## src/rtl/assert_macros.svh

```systemverilog
// Assertion macros for the RTL of the gamepad event state tracker.
// Depends on nothing; files that assert include it by its bare name.
`ifndef ASSERT_MACROS_SVH
`define ASSERT_MACROS_SVH

// Clocked assertion that is switched off while reset is held.
`define ASSERT_CLK(lbl, clk, rst_n, prop, msg) \
  lbl: assert property (@(posedge clk) disable iff (!rst_n) (prop)) else $error(msg);

// Clocked assertion that is also checked during reset.
`define ASSERT_RST(lbl, clk, prop, msg) \
  lbl: assert property (@(posedge clk) (prop)) else $error(msg);

`endif

```

## src/rtl/ges_pkg.sv

```systemverilog
// Package of the gamepad event state tracker: payload, configuration and state types,
// event and register codes, reset values and position constants. Depends on nothing.
`timescale 1ns / 1ps

package ges_pkg;

  localparam int BUTTON_COUNT = 32;
  localparam int BUTTON_LIMIT = (BUTTON_COUNT < 32) ? BUTTON_COUNT : 32;

  localparam int CFG_IDX_W  = 3;
  localparam int CFG_DATA_W = 15;

  localparam logic [1:0] FUNC_BUTTON = 2'd0;
  localparam logic [1:0] FUNC_PAD    = 2'd1;
  localparam logic [1:0] FUNC_HAT    = 2'd2;
  localparam logic [1:0] FUNC_AXIS   = 2'd3;

  localparam logic [5:0] AXIS_X  = 6'd0;
  localparam logic [5:0] AXIS_Y  = 6'd1;
  localparam logic [5:0] AXIS_LT = 6'd2;
  localparam logic [5:0] AXIS_RT = 6'd3;

  localparam logic [CFG_IDX_W-1:0] CFG_THRESHOLD_ON      = 3'd0;
  localparam logic [CFG_IDX_W-1:0] CFG_THRESHOLD_OFF     = 3'd1;
  localparam logic [CFG_IDX_W-1:0] CFG_IS_GAMEPAD        = 3'd2;
  localparam logic [CFG_IDX_W-1:0] CFG_TRIGGER_LEFT_BIT  = 3'd3;
  localparam logic [CFG_IDX_W-1:0] CFG_TRIGGER_RIGHT_BIT = 3'd4;

  localparam logic [14:0] RST_THRESHOLD_ON      = 15'd16384;
  localparam logic [14:0] RST_THRESHOLD_OFF     = 15'd8192;
  localparam logic        RST_IS_GAMEPAD        = 1'b1;
  localparam logic [4:0]  RST_TRIGGER_LEFT_BIT  = 5'd16;
  localparam logic [4:0]  RST_TRIGGER_RIGHT_BIT = 5'd17;

  localparam logic [15:0] POS_MIN = 16'h0000;
  localparam logic [15:0] POS_MID = 16'h7FFF;
  localparam logic [15:0] POS_MAX = 16'hFFFF;

  typedef struct packed {
    logic [1:0]         func;
    logic [5:0]         event_index;
    logic               pressed;
    logic signed [15:0] axis_value;
    logic [3:0]         hat_bits;
    logic               clear_active;
  } ges_in_t;

  typedef struct packed {
    logic [31:0]        button_bits;
    logic [3:0]         pad_bits;
    logic [15:0]        x_position;
    logic [15:0]        y_position;
    logic signed [15:0] stick_x_out;
    logic signed [15:0] stick_y_out;
    logic               press_event;
    logic               release_event;
    logic [4:0]         event_button;
    logic               activity;
  } ges_out_t;

  typedef struct packed {
    logic [14:0] threshold_on;
    logic [14:0] threshold_off;
    logic        is_gamepad;
    logic [4:0]  trigger_left_bit;
    logic [4:0]  trigger_right_bit;
  } ges_cfg_t;

  typedef struct packed {
    logic [31:0] button_store;
    logic [3:0]  digital_pad;
    logic [3:0]  analog_pad;
    logic [3:0]  current_pad;
    logic [15:0] stick_x_store;
    logic [15:0] stick_y_store;
    logic        active_store;
  } ges_state_t;

endpackage

```

## src/rtl/ges_cfg_regs.sv

```systemverilog
// Configuration register file of the gamepad event state tracker.
// Depends on ges_pkg for the register codes, reset values and the configuration struct.
`timescale 1ns / 1ps

module ges_cfg_regs (
  input  logic                           clk,
  input  logic                           rst_n,
  input  logic                           cfg_valid,
  output logic                           cfg_ready,
  input  logic [ges_pkg::CFG_IDX_W-1:0]  cfg_index,
  input  logic [ges_pkg::CFG_DATA_W-1:0] cfg_data,
  output ges_pkg::ges_cfg_t              cfg
);

  ges_pkg::ges_cfg_t cfg_r;

  assign cfg_ready = 1'b1;
  assign cfg       = cfg_r;

  always_ff @(posedge clk) begin
    if (!rst_n) begin
      cfg_r.threshold_on      <= ges_pkg::RST_THRESHOLD_ON;
      cfg_r.threshold_off     <= ges_pkg::RST_THRESHOLD_OFF;
      cfg_r.is_gamepad        <= ges_pkg::RST_IS_GAMEPAD;
      cfg_r.trigger_left_bit  <= ges_pkg::RST_TRIGGER_LEFT_BIT;
      cfg_r.trigger_right_bit <= ges_pkg::RST_TRIGGER_RIGHT_BIT;
    end else if (cfg_valid && cfg_ready) begin
      unique case (cfg_index)
        ges_pkg::CFG_THRESHOLD_ON:      cfg_r.threshold_on      <= cfg_data[14:0];
        ges_pkg::CFG_THRESHOLD_OFF:     cfg_r.threshold_off     <= cfg_data[14:0];
        ges_pkg::CFG_IS_GAMEPAD:        cfg_r.is_gamepad        <= cfg_data[0];
        ges_pkg::CFG_TRIGGER_LEFT_BIT:  cfg_r.trigger_left_bit  <= cfg_data[4:0];
        ges_pkg::CFG_TRIGGER_RIGHT_BIT: cfg_r.trigger_right_bit <= cfg_data[4:0];
        default: begin
        end
      endcase
    end
  end

endmodule

```

## src/rtl/ges_event_logic.sv

```systemverilog
// Combinational event handling: next tracker state and the result of one event.
// Depends on ges_pkg for the payload, configuration and state types and the event codes.
`timescale 1ns / 1ps

module ges_event_logic (
  input  ges_pkg::ges_in_t    item,
  input  ges_pkg::ges_cfg_t   cfg,
  input  ges_pkg::ges_state_t state,
  output ges_pkg::ges_state_t state_nxt,
  output ges_pkg::ges_out_t   result
);

  ges_pkg::ges_state_t st;
  logic signed [16:0]  v17;
  logic signed [16:0]  negv17;
  logic signed [16:0]  on17;
  logic signed [16:0]  off17;
  logic [3:0]          dig_new;
  logic [3:0]          ana_new;
  logic [4:0]          trig_bit;
  logic                trig_old;
  logic                trig_new;
  logic                rep_press;
  logic                rep_release;
  logic [4:0]          rep_button;

  function automatic logic hyst(input logic signed [16:0] v, input logic old,
                                input logic signed [16:0] on_t,
                                input logic signed [16:0] off_t);
    return old ? (v >= off_t) : (v >= on_t);
  endfunction

  assign v17    = {item.axis_value[15], item.axis_value};
  assign negv17 = -v17;
  assign on17   = $signed({2'b00, cfg.threshold_on});
  assign off17  = $signed({2'b00, cfg.threshold_off});

  always_comb begin
    st          = state;
    dig_new     = state.digital_pad;
    ana_new     = state.analog_pad;
    trig_bit    = cfg.trigger_left_bit;
    trig_old    = 1'b0;
    trig_new    = 1'b0;
    rep_press   = 1'b0;
    rep_release = 1'b0;
    rep_button  = 5'd0;
    unique case (item.func)
      ges_pkg::FUNC_BUTTON: begin
        if (int'(item.event_index) < ges_pkg::BUTTON_LIMIT) begin
          st.button_store[item.event_index[4:0]] = item.pressed;
          if (item.pressed) st.active_store = 1'b1;
          rep_press   = item.pressed;
          rep_release = !item.pressed;
          rep_button  = item.event_index[4:0];
        end
      end
      ges_pkg::FUNC_PAD: begin
        if (item.event_index[5:2] == 4'd0) begin
          dig_new[item.event_index[1:0]] = item.pressed;
          if (dig_new != state.digital_pad) begin
            st.digital_pad = dig_new;
            st.current_pad = dig_new;
            if (item.pressed) st.active_store = 1'b1;
          end
        end
      end
      ges_pkg::FUNC_HAT: begin
        if (!cfg.is_gamepad) begin
          dig_new = {item.hat_bits[1], item.hat_bits[3], item.hat_bits[2], item.hat_bits[0]};
          if (dig_new != state.digital_pad) begin
            st.digital_pad = dig_new;
            st.current_pad = dig_new;
            if ((dig_new & ~state.digital_pad) != 4'd0) st.active_store = 1'b1;
          end
        end
      end
      ges_pkg::FUNC_AXIS: begin
        unique case (item.event_index)
          ges_pkg::AXIS_X: begin
            if (cfg.is_gamepad) st.stick_x_store = item.axis_value;
            ana_new[3] = hyst(v17, state.analog_pad[3], on17, off17);
            ana_new[2] = hyst(negv17, state.analog_pad[2], on17, off17);
          end
          ges_pkg::AXIS_Y: begin
            if (cfg.is_gamepad) st.stick_y_store = item.axis_value;
            ana_new[1] = hyst(v17, state.analog_pad[1], on17, off17);
            ana_new[0] = hyst(negv17, state.analog_pad[0], on17, off17);
          end
          ges_pkg::AXIS_LT, ges_pkg::AXIS_RT: begin
            if (item.event_index == ges_pkg::AXIS_RT) trig_bit = cfg.trigger_right_bit;
            trig_old = state.button_store[trig_bit];
            trig_new = hyst(v17, trig_old, on17, off17);
            if (cfg.is_gamepad && (trig_new != trig_old) &&
                (int'(trig_bit) < ges_pkg::BUTTON_LIMIT)) begin
              st.button_store[trig_bit] = trig_new;
              if (trig_new) st.active_store = 1'b1;
              rep_press   = trig_new;
              rep_release = !trig_new;
              rep_button  = trig_bit;
            end
          end
          default: begin
          end
        endcase
        if (ana_new != state.analog_pad) begin
          st.analog_pad  = ana_new;
          st.current_pad = ana_new;
          if ((ana_new & ~state.analog_pad) != 4'd0) st.active_store = 1'b1;
        end
      end
    endcase
  end

  always_comb begin
    result.button_bits   = st.button_store;
    result.pad_bits      = st.current_pad;
    result.stick_x_out   = st.stick_x_store;
    result.stick_y_out   = st.stick_y_store;
    result.press_event   = rep_press;
    result.release_event = rep_release;
    result.event_button  = rep_button;
    result.activity      = st.active_store;
    unique case (st.current_pad[3:2])
      2'b01:   result.x_position = ges_pkg::POS_MIN;
      2'b10:   result.x_position = ges_pkg::POS_MAX;
      default: result.x_position = ges_pkg::POS_MID;
    endcase
    unique case (st.current_pad[1:0])
      2'b01:   result.y_position = ges_pkg::POS_MIN;
      2'b10:   result.y_position = ges_pkg::POS_MAX;
      default: result.y_position = ges_pkg::POS_MID;
    endcase
    state_nxt = st;
    if (item.clear_active) state_nxt.active_store = 1'b0;
  end

endmodule

```

## src/rtl/gamepad_event_state_tracker.sv

```systemverilog
// Top level of the gamepad event state tracker: input register, state, result register.
// Depends on ges_pkg, ges_cfg_regs, ges_event_logic and assert_macros.svh.
//
//   channel   direction  handshake             payload
//   in_       input      in_valid / in_stall   ges_pkg::ges_in_t   in_data
//   out_      output     out_valid / out_stall ges_pkg::ges_out_t  out_data
//   cfg_      input      cfg_valid / cfg_ready cfg_index, cfg_data
//
// An event's result is offered after its transfer, once the result register loads it.
// One event is taken every cycle while the output is not stalled.
// Reset clears the tracker state and the valid flags and loads the default configuration.
// A stalled output holds its result; the input register still takes one more event if empty.
// Configuration writes are always ready and take effect on the next cycle.
`timescale 1ns / 1ps
`include "assert_macros.svh"

module gamepad_event_state_tracker (
  input  logic                           clk,
  input  logic                           rst_n,
  input  logic                           in_valid,
  output logic                           in_stall,
  input  ges_pkg::ges_in_t               in_data,
  output logic                           out_valid,
  input  logic                           out_stall,
  output ges_pkg::ges_out_t              out_data,
  input  logic                           cfg_valid,
  output logic                           cfg_ready,
  input  logic [ges_pkg::CFG_IDX_W-1:0]  cfg_index,
  input  logic [ges_pkg::CFG_DATA_W-1:0] cfg_data
);

  ges_pkg::ges_cfg_t   cfg;
  ges_pkg::ges_in_t    item_r;
  logic                item_valid_r;
  logic                item_valid_nxt;
  ges_pkg::ges_state_t state_r;
  ges_pkg::ges_state_t state_nxt;
  ges_pkg::ges_out_t   result;
  ges_pkg::ges_out_t   out_data_r;
  logic                out_valid_r;
  logic                out_valid_nxt;
  logic                advance;
  logic                in_take;

  ges_cfg_regs u_cfg (
    .clk       (clk),
    .rst_n     (rst_n),
    .cfg_valid (cfg_valid),
    .cfg_ready (cfg_ready),
    .cfg_index (cfg_index),
    .cfg_data  (cfg_data),
    .cfg       (cfg)
  );

  ges_event_logic u_logic (
    .item      (item_r),
    .cfg       (cfg),
    .state     (state_r),
    .state_nxt (state_nxt),
    .result    (result)
  );

  assign advance        = item_valid_r && (!out_valid_r || !out_stall);
  assign in_stall       = item_valid_r && !advance;
  assign in_take        = in_valid && !in_stall;
  assign item_valid_nxt = in_take || (item_valid_r && !advance);
  assign out_valid_nxt  = advance || (out_valid_r && out_stall);

  assign out_valid = out_valid_r;
  assign out_data  = out_data_r;

  always_ff @(posedge clk) begin
    if (!rst_n) begin
      item_valid_r <= 1'b0;
      out_valid_r  <= 1'b0;
      state_r      <= '0;
    end else begin
      item_valid_r <= item_valid_nxt;
      out_valid_r  <= out_valid_nxt;
      if (advance) state_r <= state_nxt;
    end
  end

  always_ff @(posedge clk) begin
    if (in_take) item_r <= in_data;
    if (advance) out_data_r <= result;
  end

  `ASSERT_RST(a_reset_clears_out, clk, !rst_n |=> !out_valid_r, "result valid after reset")
  `ASSERT_CLK(a_state_holds, clk, rst_n,
    !advance |=> $stable(state_r), "state moved without a transfer")
  `ASSERT_CLK(a_pad_source, clk, rst_n,
    state_r.current_pad == state_r.digital_pad || state_r.current_pad == state_r.analog_pad,
    "current pad matches neither source")
  `ASSERT_CLK(a_press_active, clk, rst_n,
    out_valid_r && out_data_r.press_event |-> out_data_r.activity, "press without activity")
  `ASSERT_CLK(a_report_excl, clk, rst_n,
    out_valid_r && !(out_data_r.press_event && out_data_r.release_event) ||
    !out_valid_r, "press and release reported together")

endmodule

```

## config.mk

```make
export PLATFORM = sky130hd
export DESIGN_NAME = gamepad_event_state_tracker
export DESIGN_NICKNAME = d
export VERILOG_FILES = /design/src/rtl/ges_pkg.sv /design/src/rtl/ges_cfg_regs.sv /design/src/rtl/ges_event_logic.sv /design/src/rtl/gamepad_event_state_tracker.sv
export VERILOG_INCLUDE_DIRS = /design/src /design/src/rtl
export SDC_FILE = /design/constraint.sdc
export NUM_CORES = 1
export LEC_CHECK = 0
export ABC_AREA = 1
export BUFFER_PORTS_ARGS = -buffer_cell sky130_fd_sc_hd__buf_4
export CAP_MARGIN = 5
export CORE_MARGIN = 10
export CORE_UTILIZATION = 24
export CTS_CLUSTER_SIZE = 12
export DETAILED_ROUTE_END_ITERATION = 16
export GPL_ROUTABILITY_DRIVEN = 1
export GPL_TIMING_DRIVEN = 1
export SKIP_LAST_GASP = 1
export SYNTH_ARGS = -nofsm -noshare
export SYNTH_HDL_FRONTEND = slang
export SYNTH_SLANG_ARGS = --single-unit
export TNS_END_PERCENT = 50
```

## constraint.sdc

```tcl
create_clock -name clk -period 4.5 [get_ports clk]
set_input_delay 0.45 -clock clk [delete_from_list [all_inputs] [get_ports clk]]
set_output_delay 0.45 -clock clk [all_outputs]
set_load 0.02 [all_outputs]
```

# Yosys cells after proc, flatten, opt, wreduce, memory -nomap -nowiden
# Index checks and enable logic that the tools add are counted.
[word_totals] regBits=258 output_inout_bits=111
[op_classes] addsub=1 magnitude_cmp=11 eq_ne=22 n_mux=71 n_bitwise=4 n_reduce_logical=32
[op_table] op="two-way mux 32 bit" count=4
[op_table] op="bitwise mux 32 bit" count=2
[op_table] op="two-way mux 16 bit" count=4
[op_table] op="one-hot mux 16 bit (2 select lines)" count=2
[op_table] op="one-hot mux 32 bit (2 select lines)" count=1
[op_table] op="two-way mux 4 bit" count=9
[op_table] op="greater-or-equal comparator 17 x 16 -> 1 bit" count=2
[op_table] op="greater-or-equal comparator 16 bit" count=2
[op_table] op="two-way mux 5 bit" count=6
[op_table] op="two-way mux 1 bit" count=28
[op_table] op="negator 16 -> 17 bit" count=1
[op_table] op="equality test 6 x 2 -> 1 bit, second input constant" count=2
[op_table] op="less-than comparator 5 x 6 -> 1 bit, second input constant" count=2
[op_table] op="!= test 4 bit" count=3
[op_table] op="one-hot mux 4 bit (3 select lines)" count=1
[op_table] op="demux 1 bit (select 5 bit)" count=2
[op_table] op="greater-or-equal comparator 5 x 1 -> 1 bit, second input constant" count=2
[op_table] op="one-hot mux 5 bit (2 select lines)" count=1
[op_table] op="AND reduction 2 bit" count=5
[op_table] op="bitwise AND 4 bit" count=2
[op_table] op="equality test 2 bit, second input constant" count=4
[op_table] op="logical AND 1 bit" count=8
[op_table] op="two-way mux 2 bit" count=4
[op_table] op="NOT 4 bit" count=2
[op_table] op="other kinds (28)" count=42

# Longest topological paths before layout
[logic_depth] depth_word=15 mapped_depth=31

# By module
# Synthesis repeated with hierarchy kept, for this count alone.
[unflattened] cells_unflattened=2123 hier_area_um2=16000.3
[by_module_without_submodules] mod="gamepad_event_state_tracker" n_inst=1 cells_each=656 area_per_inst_um2=7724.9 seq_area_each_um2=5725.5
[by_module_without_submodules] mod="ges_event_logic" n_inst=1 cells_each=1216 area_per_inst_um2=6530.0 seq_area_each_um2=0.0
[by_module_without_submodules] mod="ges_cfg_regs" n_inst=1 cells_each=251 area_per_inst_um2=1745.4 seq_area_each_um2=820.8

# Worst setup path before layout
# OpenSTA, ideal clock, no wires.
[synth_timing] path_type="in2reg" from="input port out_stall" to="register out_data_r, in the netlist out_data[0], enable pin" arrival_ps=3696 t_required_ps=4017 slack_ps=321 cell_stages=5 n_path_buf=2 cell_sequence="nand2_1 -> inv_1 -> nor2_1 -> clkbuf_1 -> clkbuf_1"
[synth_via] elab_chain_cells=3
[synth_rtl] item="start: declaration" line="gamepad_event_state_tracker.sv:24" source="input logic out_stall,"
[synth_rtl] item="zero test 1 bit" line="gamepad_event_state_tracker.sv:63" source="assign advance = item_valid_r && (!out_valid_r || !out_stall);"
[synth_rtl] item="logical OR 1 bit" line="gamepad_event_state_tracker.sv:63"
[synth_rtl] item="logical AND 1 bit" line="gamepad_event_state_tracker.sv:63"
[synth_rtl] item="net advance" line="gamepad_event_state_tracker.sv:42" source="logic advance;"
[synth_rtl] item="end signal: assignment" line="gamepad_event_state_tracker.sv:86" source="if (advance) out_data_r <= result;"
[synth_rtl] item="end: declaration" line="gamepad_event_state_tracker.sv:39" source="ges_pkg::ges_out_t out_data_r;"
# The timed path passes the listed nets, and every way through them passes these cells.
# A chain may end at the register's enable or synchronous reset.

==> results by group <==
Run status
  • Status: finished, final reports clean

GRT
  • Total grt overflow: 0
  • First-pass GRT wire length: between 60000 and 70000 um
  • Largest net degree at the start of global routing: 80
  • Vias in the first global route: ~12k
  • GRT Total Usage: 0.128
  • Initial antenna violation count: 0

CTS
  • Clk_lat worst skew: between 0.5 and 0.6 ns
  • Reg clk slew, reported paths: about 0.060 ns
  • Htree depth: 1
  • TritonCTS buffer count: 28
  • Clock sink total: between 200 and 250
  • TritonCTS clock tree: done
  • Root Driver: clkbuf_16
  • # hold bufs at CTS: 0
  • Clock Path Buffers: 3

Drt
  • Initial DRC count: 996
  • Routed len/inst: 16.5 um
  • Total Wirelength: between 40000 and 50000 um
  • Drt pass-1 iters: 7
  • Via count: roughly 12k
  • Routed Antenna Nets: 0
  • Via density: around 4.6
  • Drt drc: 0

Synthesis
  • Warnings from Yosys: 0
  • Yosys top cell area share: 0.242
  • Yosys cell types: 46
  • Mapped Cells: 1818
  • Flop and latch count out of synthesis: 230
  • Largest area contributor in the netlist: edfxtp_1
  • Synthesized cell area: around 0.014 mm2
  • Mapped Avg Cell Area: between 7 and 8 um2
  • Number of synthesized flops with an enable pin: 110
  • Sequential fraction of the synthesis area: 0.418
  • Synth async-reset ratio: 0
  • Top cells by area, synth: edfxtp_1, dfxtp_1, nand2_1, inv_1, o21ai_0
  • Post-synth top flop: dfxtp_1
  • Syn nets: 1942

Die
  • DIE AREA: approximately 0.067 mm2
  • Placeable Area: between 0.05 and 0.06 mm2
  • Initial Util: 0.242
  • Die X: 258 um
  • Die Span Y: about 260 um
  • Ports: about 160
  • Cell Rows: 87

Critical path
  • Worst Path Max Fanout: 9
  • Capturing point of the worst reg2reg path: out_data[70]
  • Reg2Reg Setup Slack: approximately 0.37 ns
  • CP Capture Type: flop
  • Worst reg2reg path startpoint: item_r[6]
  • Worst setup path end: out_data[70]
  • CP peak stage delay: 0.42 ns
  • Slowest-stage cell, CP: edfxtp_1
  • Startpoint types: flop
  • CP arrival: between 4 and 5 ns
  • Worst Path Required: 4.80 ns
  • R2R depth: 30
  • Most Frequent Cell on Critical Path: nand2_1
  • CP Class: flop to flop
  • CP startpoint: item_r[6]

Place
  • Cells after DPL: ~2.7k
  • Place WS: 0.228 ns
  • RD Place Congestion: slightly above 0.9
  • DP HPWL: approximately 33000 um
  • IO Port Bufs: between 150 and 200

Timing
  • Fin crit period: approximately 4.1 ns
  • Final hold vios: 0
  • Final setup violation count: 0
  • Slew Limit Headroom: 0.178
  • Final Skew: ~0.015 ns
  • RSZ-0062 raised after global routing: yes
  • Hold Slack: ~0.067 ns
  • Slew Viols, Final: 0
  • Setup TNS: 0 ns
  • Final period util: 0.917
  • Setup ws final: ~0.37 ns
  • Max Fclk: ~0.24 GHz
  • Worst slew pin tran: 1.22 ns

Finish
  • Commonest non-fill, non-tap cell in the layout: nand2_1
  • # fillers: 6081
  • Final cell count without fillers: 2727
  • Register area: around 0.0057 mm2
  • Area grow syn2layout: 21.2%
  • Antenna cells: 0
  • Fin nets: approximately 2.1k
  • Commonest cells after routing, fill and taps aside: nand2_1, inv_1, buf_4, o21ai_0, nor2_1
  • Footprint of the multi-input gates: 0.00640 mm2
  • Share of layout cells above drive strength 1: 0.161

Job
  • MaxCap Viol Count: 0

Power
  • Comb pwr share: 0.183
  • Internal power: roughly 4.0 mW
  • Reg power frac: 0.424
  • Total power: 5.68 mW
  • Switching share of power: 0.299
  • Pleak: roughly 7.3 nW
  • PwrDens: 344 mW/mm2
  • Clock Power Share: 0.393
  • Switching power: between 1.5 and 2 mW
  • Worst vdd ir: between 200 and 300 uV

Worst hold path
  • Worst hold path type: input pin to flop
  • Hold depth: 1
[power groups by stage]
stage	clock (mW)	sequential (mW)	combinational (mW)
final	2.23	2.41	1.04
after global routing	2.39	2.42	1.16
after CTS	2.30	2.41	1.04
after detailed placement	0	2.45	1.03
after global placement	0	2.45	1.02
after floorplan	0	2.49	0.660
[layer usage]
metal,global-route usage,part of all wire,vias to the layer above
li1,-,-,6218
met1,0.165,0.45,5796
met2,0.207,0.45,393
met3,0.0292,0.068,81
met4,0.0430,0.032,0
met5,0,0,-
[sequential cells by signal, indices dropped and copies added (netlist names)]
signal	count
u_cfg.cfg	41
out_valid	1
item_r	30
item_valid_r	1
out_data	80
state_r	77
[critical path, delay by kind of cell, from the launching register on]
family          cells  cell delay, ns
simple gates       18            1.66
flops               1            0.42
compound gates      3            0.37
fa+ha+maj           3            0.77
buf+inv             6            0.66
[through the flow]
step                utilization  instance area [um2]
floorplan                     -                13600
global placement          0.276                15500
detailed placement        0.276                15500
CTS                       0.292                16400
global route              0.294                16500
finish                    0.294                16500
[synthesized netlist by cell type, types with 2 or more instances]
| cell type | instances |
|---|---|
| a31oi_1 | 7 |
| o41ai_1 | 2 |
| nor3_1 | 26 |
| dfxtp_1 | 120 |
| nand2_2 | 9 |
| o211ai_1 | 6 |
| buf_6 | 6 |
| a21oi_1 | 130 |
| nand3b_1 | 3 |
| a211oi_1 | 8 |
| nand3_2 | 2 |
| clkbuf_1 | 52 |
| xor2_1 | 11 |
| nor2_4 | 8 |
| nand3_1 | 115 |
| o21ai_1 | 6 |
| o31ai_1 | 17 |
| o21ai_2 | 4 |
| nand4_1 | 25 |
| buf_4 | 33 |
| nor2_1 | 172 |
| ha_1 | 71 |
| nand2_1 | 352 |
| inv_2 | 6 |
| a21oi_2 | 17 |
| inv_1 | 273 |
| a22oi_1 | 3 |
| clkinv_1 | 2 |
| o21ai_0 | 196 |
| nor2_2 | 4 |
| buf_2 | 8 |
| edfxtp_1 | 110 |
[worst min-delay path by stage]
stage	start	to	slack [ns]
global route	in_data[21]	item_r[21]	0.04
global placement	u_cfg.cfg[8]	u_cfg.cfg[8]	0.44
CTS	in_data[21]	item_r[21]	0.04
detailed placement	u_cfg.cfg[6]	u_cfg.cfg[6]	0.45
floorplan	u_cfg.cfg[6]	u_cfg.cfg[6]	0.43
finish	in_data[16]	item_r[16]	0.07
[what timing repair did]
action / in CTS / in global routing
buffers inserted: 0 / 3
setup endpoints to repair: 0 / 18
gates resized for setup: 0 / 21
[area by class of cell]
type / count / area share
clock buffer: 35 / 0.0459
timing repair buffer: 201 / 0.0913
tap: 756 / 0.0572
clock inverter: 17 / 0.00878
sequential: 230 / 0.345
inverter: 282 / 0.0642
multi-input combinational: 1206 / 0.387
[cell families (layout without fill, tap and decap cells)]
logic type | after synthesis | in the layout | share of synthesized area
and+or+nand+nor | 720 | 720 | 0.228
AOI/OAI and AO/OA | 402 | 402 | 0.162
buffers and inverters | 382 | 535 | 0.118
DFF | 230 | 230 | 0.418
adders and majority gates | 71 | 71 | 0.0652
xor gates and xnor gates | 12 | 12 | 0.00771
other | 1 | 1 | 0.000275
No activity file was read; power rests on OpenSTA's default activity.
